$ cat src/rtl/wft_pkg.sv
// Shared constants, codes and types of the word frequency table.
// No dependencies; every other file imports this package.
package wft_pkg;

   localparam int TABLE_DEPTH = 256;
   localparam int WORD_LEN    = 16;
   localparam int IDX_W       = (TABLE_DEPTH > 1) ? $clog2(TABLE_DEPTH) : 1;
   localparam int USED_W      = $clog2(TABLE_DEPTH + 1);
   localparam int LEN_W       = $clog2(WORD_LEN + 1);
   localparam int POS_W       = (WORD_LEN > 1) ? $clog2(WORD_LEN) : 1;
   localparam int ROW_W       = WORD_LEN * 8;
   localparam logic [31:0] COUNT_MAX = 32'hFFFF_FFFF;

   typedef enum logic [1:0] {
      OP_BYTE = 2'd0,
      OP_END  = 2'd1,
      OP_READ = 2'd2,
      OP_NOP  = 2'd3
   } op_type;

   typedef enum logic [2:0] {
      ST_COUNTED   = 3'd0,
      ST_ADDED     = 3'd1,
      ST_FULL      = 3'd2,
      ST_CHAR      = 3'd3,
      ST_BAD_INDEX = 3'd4
   } status_type;

   typedef enum logic [3:0] {
      S_IDLE,
      S_SCAN_RD,
      S_SCAN_CMP,
      S_UPDATE,
      S_APPEND,
      S_FULL,
      S_BAD,
      S_READ_RD,
      S_READ_LOAD,
      S_READ_OUT
   } state_type;

   // Broadcast control for the row of character cells.
   typedef struct packed {
      logic             write_en;
      logic [POS_W-1:0] write_pos;
      logic [7:0]       write_byte;
      logic             load_row;
      logic             shift;
   } cell_ctrl_type;

   // Write port control of the entry table.
   typedef struct packed {
      logic             write_entry;
      logic             write_count;
      logic [IDX_W-1:0] addr;
      logic [LEN_W-1:0] len;
      logic [31:0]      count;
   } table_wr_type;

   function automatic logic is_space(input logic [7:0] b);
      return (b == 8'h20) || ((b >= 8'h09) && (b <= 8'h0D));
   endfunction

endpackage

$ cat src/rtl/wft_cell.sv
// One character cell: holds a pending word character, compares it with the
// matching lane of a stored row, and passes readout characters to its neighbor.
// Depends on wft_pkg.
module wft_cell import wft_pkg::*; (
   input  logic             clock,
   input  cell_ctrl_type    ctrl,
   input  logic [POS_W-1:0] cell_pos,
   input  logic [LEN_W-1:0] pend_len,
   input  logic [7:0]       row_char,
   input  logic [7:0]       shift_in,
   output logic [7:0]       pend_char,
   output logic [7:0]       shift_out,
   output logic             lane_match
);

   logic [7:0] pend_ff, pend_in;
   logic [7:0] rd_ff, rd_in;

   // Capture a text byte when the write position reaches this cell.
   always_comb begin
      pend_in = pend_ff;
      if (ctrl.write_en && (ctrl.write_pos == cell_pos)) begin
         pend_in = ctrl.write_byte;
      end
   end

   // Readout register loads a whole row, then shifts toward cell zero.
   always_comb begin
      rd_in = rd_ff;
      if (ctrl.load_row) begin
         rd_in = row_char;
      end else if (ctrl.shift) begin
         rd_in = shift_in;
      end
   end

   always_ff @(posedge clock) begin
      pend_ff <= pend_in;
      rd_ff   <= rd_in;
   end

   // Lanes past the pending length do not take part in the compare.
   assign lane_match = (LEN_W'(cell_pos) >= pend_len) || (pend_ff == row_char);
   assign pend_char  = pend_ff;
   assign shift_out  = rd_ff;

endmodule

$ cat config.mk
export PLATFORM = sky130hd
export DESIGN_NAME = wft_cell
export DESIGN_NICKNAME = d
export VERILOG_FILES = /design/src/rtl/wft_pkg.sv /design/src/rtl/wft_cell.sv
export SDC_FILE = /design/constraint.sdc
export NUM_CORES = 1
export LEC_CHECK = 0
export CAP_MARGIN = 5
export CORE_MARGIN = 1
export CORE_UTILIZATION = 59
export DETAILED_ROUTE_END_ITERATION = 7
export DONT_BUFFER_PORTS = 1
export GPL_ROUTABILITY_DRIVEN = 0
export PLACE_DENSITY_LB_ADDON = 0.08
export SETUP_SLACK_MARGIN = 0.1
export SLEW_MARGIN = 10
export SYNTH_ARGS = -nofsm -noshare
export SYNTH_HDL_FRONTEND = slang
export SYNTH_SLANG_ARGS = --single-unit
$ cat constraint.sdc
create_clock -name clock -period 2.3 [get_ports clock]
set_input_delay 0.345 -clock clock [delete_from_list [all_inputs] [get_ports clock]]
set_output_delay 0.345 -clock clock [all_outputs]
set_load 0.05 [all_outputs]
# Word-level counts from Yosys, hierarchy flattened
# Cells that the tools add are included.
# totals
reg_bits,16
latch_bits,0
mem_bits_rw,0
mem_bits_ro,0
in_bits,41
out_inout_bits,17
elab_cells,10
n_memories,0
# op_classes
addsub,0
n_mul,0
div_mod_pow,0
magnitude_cmp,1
n_eq_ne,2
n_shift,0
n_mux,2
n_bitwise,0
n_reduce_logical,3
# ops
op,count
$mux 8,2
$eq 8x8->1,1
$ge 4x5->1,1
$eq 4x4->1,1
$reduce_bool 2->1,1
$logic_and 1x1->1,1
$logic_or 1x1->1,1

# Depth between registers and ports, before layout
# Gate-level depths: netlist of the first run.
# logic_depth
ltp_word,2
depth_mapped,5
depth_no_buf,5

# Worst setup path after synthesis of the first run
# No wires, ideal clock.
# synth_path
kind,input -> register
startpoint,input ctrl[13] in the netlist's numbering
endpoint,"register pend_ff[0] (netlist: pend_char[0]), enable pin"
setup_ns,0.395
arrival_ns,1.412
t_required_ns,1.905
slack_ns,0.493
path_stages,2
n_path_buf,0
cell_sequence,xor2_1 nor4_1
# synth_via
elab_chain_len,2
# synth_rtl
item,line,rtl
"start, declared",wft_cell.sv:6,"input cell_ctrl_type ctrl,"
$eq 4x4->1,wft_cell.sv:22,if (ctrl.write_en && (ctrl.write_pos == cell_pos)) begin
$logic_and 1x1->1,wft_cell.sv:22,
"end signal, assigned",wft_cell.sv:38,pend_ff <= pend_in;
"end, declared",wft_cell.sv:16,"logic [7:0] pend_ff, pend_in;"
# Every way passes these cells.
# A chain may end at the register's enable or synchronous reset.

# Worst setup path after layout of the first run
# layout_path
startpoint,register pend_ff[7] (netlist: pend_char[7])
endpoint,output lane_match
# layout_via
elab_chain_len,2
# layout_rtl
item,line,rtl
$eq 8x8->1,wft_cell.sv:43,assign lane_match = (LEN_W'(cell_pos) >= pend_len) || (pend_ff == row_char);
$logic_or 1x1->1,wft_cell.sv:43,
"end, declared",wft_cell.sv:13,output logic lane_match
# Every way passes these cells.

==> flow_metrics.tcl, run 1 <==
set metrics [dict create \
    grtUsageMet2_pct 40.0 \
    drt_wl_total_um 1440 \
    postCtsSetupRepairBufs 0 \
    worst_pin_slew_ns 0.468 \
    post_drt_wl_per_cell_um 17.0 \
    p_clk_share_pct 22.6 \
    crit_buf_inv 0 \
    max_stage_delay_ns 0.42 \
    seq_area_frac_synth_pct 59.1 \
    synth.avg_cell_area_sq_um 14.3 \
    outcome "finished, final reports clean" \
    path_clk_slew_ns 0.09 \
    p_sw_mw 0.188 \
    cp_slowest_cell "edfxtp_1" \
    drive_gt1_share_pct 32.9 \
    hp-class "in -> reg" \
    leakage_nw 0.371 \
    synth_cells 57 \
    syn-cell-area_sq_um 813 \
    cts_buffers 3 \
    clockBufferDepth 2 \
    finalInstanceArea_sq_um 928 \
    die_area_sq_um 1530 \
    synth_nets 102 \
    crit_chain "xor2_1, nor4_1, a22o_2" \
    place_area_sq_um 902 \
    ctsHoldBuffers 0 \
    core_sq_um 1280 \
    grt_pass1_wl_um 2020 \
    clockRootBuffer "clkbuf_4" \
    met3_usage_pct 5.20 \
    chipHeight_um 39.1 \
    hold_viol 0 \
    dp.cells 81 \
    worstSetupEndpointType "primary output" \
    drcViolationCount 0 \
    antenna_cells 0 \
    fmax_mhz 517 \
    numClockSinks 16 \
    arrival_ns 1.59 \
    final_nets 116 \
    use_met1_pct 19.7 \
    grt_max_degree 10 \
    firstDrtPassIters 4 \
    cts_tree "done" \
    antenna_found_initial 0 \
    maxCapViolCount 0 \
    ys_ff_latch 16 \
    die_x_um 39.1 \
    max_slew_margin_pct 68.9 \
    fill_cells 87 \
    grt_use_total_pct 21.5 \
    overflow 0 \
    synthDistinctLibCells 14 \
    finalCritPeriodShare_pct 84.2 \
    grt_pass1_vias 504 \
    critPathRequiredTime_ns 1.96 \
    area_delta_synth_final_pct 14.2 \
    drt_iter0_markers 15 \
    swShare_pct 29.8 \
    grt_most_used_layer "met2" \
    num_vias 495 \
    drv_slew 0 \
    rsz0062_at_grt "no" \
    ant_nets 0 \
    power_density_nw_per_um2 680 \
    start_util_pct 63.3 \
    crit_path_start_kind "flop" \
    ios 58 \
    pwr-share-seq_pct 65.1 \
    internal-power_mw 0.443 \
    portBuffers 0 \
    critPathTopFamily "flip-flops" \
    pwr-share-comb_pct 12.3 \
    ys_warn_count 0 \
    setup_violations 0 \
    cts_resized 0 \
    via_per_inst 5.82 \
    htree_levels 1 \
    cp_max_fo 2 \
    fin_setup_tns_ns 0 \
    rows 13 \
    fin_cells 85 \
    critPathKind "reg -> out" \
    period_needed_ns 1.94 \
    dp_hpwl_um 1260 \
    irDropWorstVdd_mv 0.506 \
    p_total_mw 0.631 \
]
power by group through the flow:
stage	Clock, mW	Sequential (mW)	Combinational, mW
finish	0.143	0.411	0.0779
detailed placement	0	0.418	0.0785
CTS	0.149	0.412	0.0787
global route	0.158	0.414	0.0836
floorplan	0	0.431	0.0486
global placement	0	0.416	0.0744
cell usage after synthesis (all sizes together):
master   n  share of area, %
mux2     8                11
edfxtp  16                59
o21ai    2               1.2
nor3b    1              0.92
inv      4               1.8
ha       4               6.2
a22o     1               1.2
nor2     3               1.4
nor4     3               2.3
nand2    1              0.46
buf      1              0.61
xor2    11                12
xnor2    1               1.1
or2      1              0.77
registers in the layout, indices dropped and copies added (netlist names):
| name | cells |
|---|---|
| pend_char | 8 |
| shift_out | 8 |
final timing paths:
path	slack, ns	cells after the start	end	startpoint
setup / recovery	0.36	3	lane_match	pend_char[7]
hold / removal	0.16	0	pend_char[3]	ctrl[5]
logic make-up (layout without fill, tap and decap cells):
logic type / after synthesis / count (layout) / synth area share [%]
compound gates: 3 / 3 / 2.46
xor+xnor: 12 / 12 / 12.9
fa+ha+maj: 4 / 4 / 6.15
buf+inv: 5 / 18 / 2.46
flops: 16 / 16 / 59.1
mux: 8 / 8 / 11.1
simple gates: 9 / 9 / 5.85
cell type report:
type | count | area, sq um | share of cell area (%)
Clock inverter | 1 | 3.75 | 0.404
Tap cell | 15 | 18.8 | 2.02
Multi-Input combinational cell | 36 | 313 | 33.7
Timing Repair Buffer | 10 | 75.1 | 8.09
Inverter | 4 | 15.0 | 1.62
Sequential cell | 16 | 480 | 51.8
Clock buffer | 3 | 22.5 | 2.43
placed cells by master, fill, tap and decap left out, drive strengths merged, types with 2 or more instances in the layout:
| cell | instances |
|---|---|
| ha | 4 |
| nor2 | 3 |
| xor2 | 11 |
| o21ai | 2 |
| buf | 10 |
| inv | 4 |
| nor4 | 3 |
| clkbuf | 3 |
| edfxtp | 16 |
| mux2 | 8 |
per-stage QoR:
| stage | hold WS (ns) | util [%] | worst slack [ns] |
|---|---|---|---|
| global route | 0.139 | 72.2 | 0.300 |
| finish | 0.157 | 72.2 | 0.365 |
| floorplan | 0.444 | - | 0.493 |
| global placement | 0.444 | 70.2 | 0.712 |
| CTS | 0.146 | 72.2 | 0.351 |
| detailed placement | 0.444 | 70.2 | 0.665 |
metal layers:
layer,up-vias,part of all wire (%)
li1,232,-
met5,-,0
met4,0,3.3
met1,224,32
met3,6,8.3
met2,33,56
(Power assumes the default switching activity.)
==> run 2, diff against run 1 <==
CORE_UTILIZATION = 53   (was 59)
clock period = 1.7 ns   (was 2.3 ns; I/O delays follow)
==> run 2 against run 1 <==
  * The flow now finishes with violations (setup timing)
  * Non-clock buffer count is 1 lower
  * Combinational power is 39% higher
  * Clock power is 36% higher
  * Final area is 0.54% higher
  * Core utilization is 3.9 points lower
  * Via count is 3.4% lower
  * Total power is 36% higher
  * Sequential power is 35% higher
  * Worst hold slack worse by 0.089 ns
  * Flip-flop and latch count stayed put
  * Worst setup slack worse by 0.43 ns
  * Global-route usage is 3.1 points lower
  * Critical path type unchanged
  * Largest power group unchanged
  * Highest routed layer unchanged
==> flow_metrics.tcl, run 2 (synthesis results as in run 1) <==
set metrics [dict create \
    clockRootBuffer "clkbuf_4" \
    finish.utilization_pct 68.3 \
    period_needed_ns 1.76 \
    overflow 0 \
    worst_pin_slew_ns 0.472 \
    finalInstanceArea_sq_um 933 \
    dp.cells 80 \
    outcome "complete, but fails checks" \
    drv_slew 0 \
    fill_cells 107 \
    cp-endpoint "lane_match" \
    final_nets 115 \
    firstDrtPassIters 2 \
    chipHeight_um 41.2 \
    drt_iter0_markers 9 \
    htree_levels 1 \
    drcViolationCount 0 \
    cp_max_fo 2 \
    highest_layer "met4" \
    antenna_found_initial 0 \
    die_x_um 41.2 \
    dp_hpwl_um 1270 \
    arrival_ns 1.51 \
    path_clk_slew_ns 0.09 \
    clockBufferDepth 2 \
    grt_pass1_wl_um 2010 \
    met2WireLength_um 842 \
    met1Wirelength_um 528 \
    wl_met3_um 107 \
    rsz0062_at_grt "yes" \
    worstSetupEndpointType "primary output" \
    layout_common_cells "16 x edfxtp_1, 11 x xor2_1, 9 x buf_4, 8 x mux2_2" \
    start_util_pct 59.5 \
    setup_slack_ns -0.0637 \
    crit_start "pend_char[0]" \
    cts_tree "done" \
    numClockSinks 16 \
    multi_input_area_sq_um 325 \
    grt_max_degree 10 \
    post_drt_wl_per_cell_um 17.7 \
    finalCritPeriodShare_pct 104 \
    critPathRequiredTime_ns 1.44 \
    setup_violations 1 \
    hold_viol 0 \
    core_sq_um 1370 \
    ctsHoldBuffers 0 \
    final_common_cell "edfxtp_1" \
    num_vias 478 \
    antenna_cells 0 \
    grt_use_total_pct 18.4 \
    max_slew_margin_pct 68.6 \
    cts_buffers 3 \
    drt_wl_total_um 1480 \
    crit_path_start_kind "flop" \
    register_area_sq_um 480 \
    critPathKind "reg -> out" \
    place_area_sq_um 901 \
    hp-class "in -> reg" \
    ant_nets 0 \
    fmax_mhz 567 \
    fin_setup_tns_ns -0.0637 \
    drive_gt1_share_pct 34.8 \
    postCtsSetupRepairBufs 0 \
    grt_pass1_vias 483 \
    irDropWorstVdd_mv 0.561 \
    leakage_nw 0.367 \
    via_per_inst 5.69 \
    die_area_sq_um 1690 \
    portBuffers 0 \
    violations "setup timing" \
    power_density_nw_per_um2 921 \
    maxCapViolCount 0 \
    ios 58 \
    rows 13 \
    fin_cells 84 \
    area_delta_synth_final_pct 14.8 \
]
run 2: changes by cell type in the layout (fill, tap and decap cells not counted), sizes merged:
cell,before,now
buf,10,9
run 2: worst min path at each step:
stage	depth (start not counted)	endpoint	from	slack, ns
global route	0	pend_char[1]	ctrl[3]	0.05
detailed placement	0	pend_char[3]	ctrl[5]	0.35
finish	0	pend_char[6]	ctrl[8]	0.07
global placement	0	pend_char[2]	ctrl[4]	0.35
floorplan	0	pend_char[0]	ctrl[2]	0.35
CTS	0	pend_char[5]	ctrl[7]	0.06
run 2: worst max-delay path, stage by stage (launching register included):
cell	delay, ns
edfxtp_1	0.41
xor2_1	0.15
nor4_1	0.30
a22o_2	0.37
run 2: cell type report:
cell class	count	share of cell area (%)
Tap cell	15	2.01
Clock buffer	3	2.41
Inverter	4	1.61
Timing Repair Buffer	9	7.24
Sequential cell	16	51.5
Multi-Input combinational cell	36	34.9
Clock inverter	1	0.402
run 2: report_power, final:
group | switching (mW) | internal [mW] | total (mW)
sequential | 0.0874 | 0.468 | 0.556
clock | 0.111 | 0.0849 | 0.195
combinational | 0.0618 | 0.0462 | 0.108
total | 0.260 | 0.600 | 0.859
run 2: through the flow:
stage          power [mW]  hold slack (ns)  setup slack, ns
6_report            0.859           0.0683          -0.0637
4_1_cts             0.863           0.0639          -0.0969
3_3_place_gp        0.665            0.354            0.208
2_1_floorplan       0.651            0.354           0.0104
5_1_grt             0.901           0.0491           -0.131
3_5_place_dp        0.672            0.354            0.198
run 2: per-layer routing:
metal,up-vias,track usage [%]
met1,222,21.2
met5,-,0
met4,0,2.42
met2,26,32.8
li1,228,-
met3,2,7.07
run 2: repair_timing:
item | 4_1_cts | 5_1_grt
setup endpoints to repair | 1 | 1
pin swaps | 2 | 1
resized for setup | 0 | 1
cloned | 0 | 0
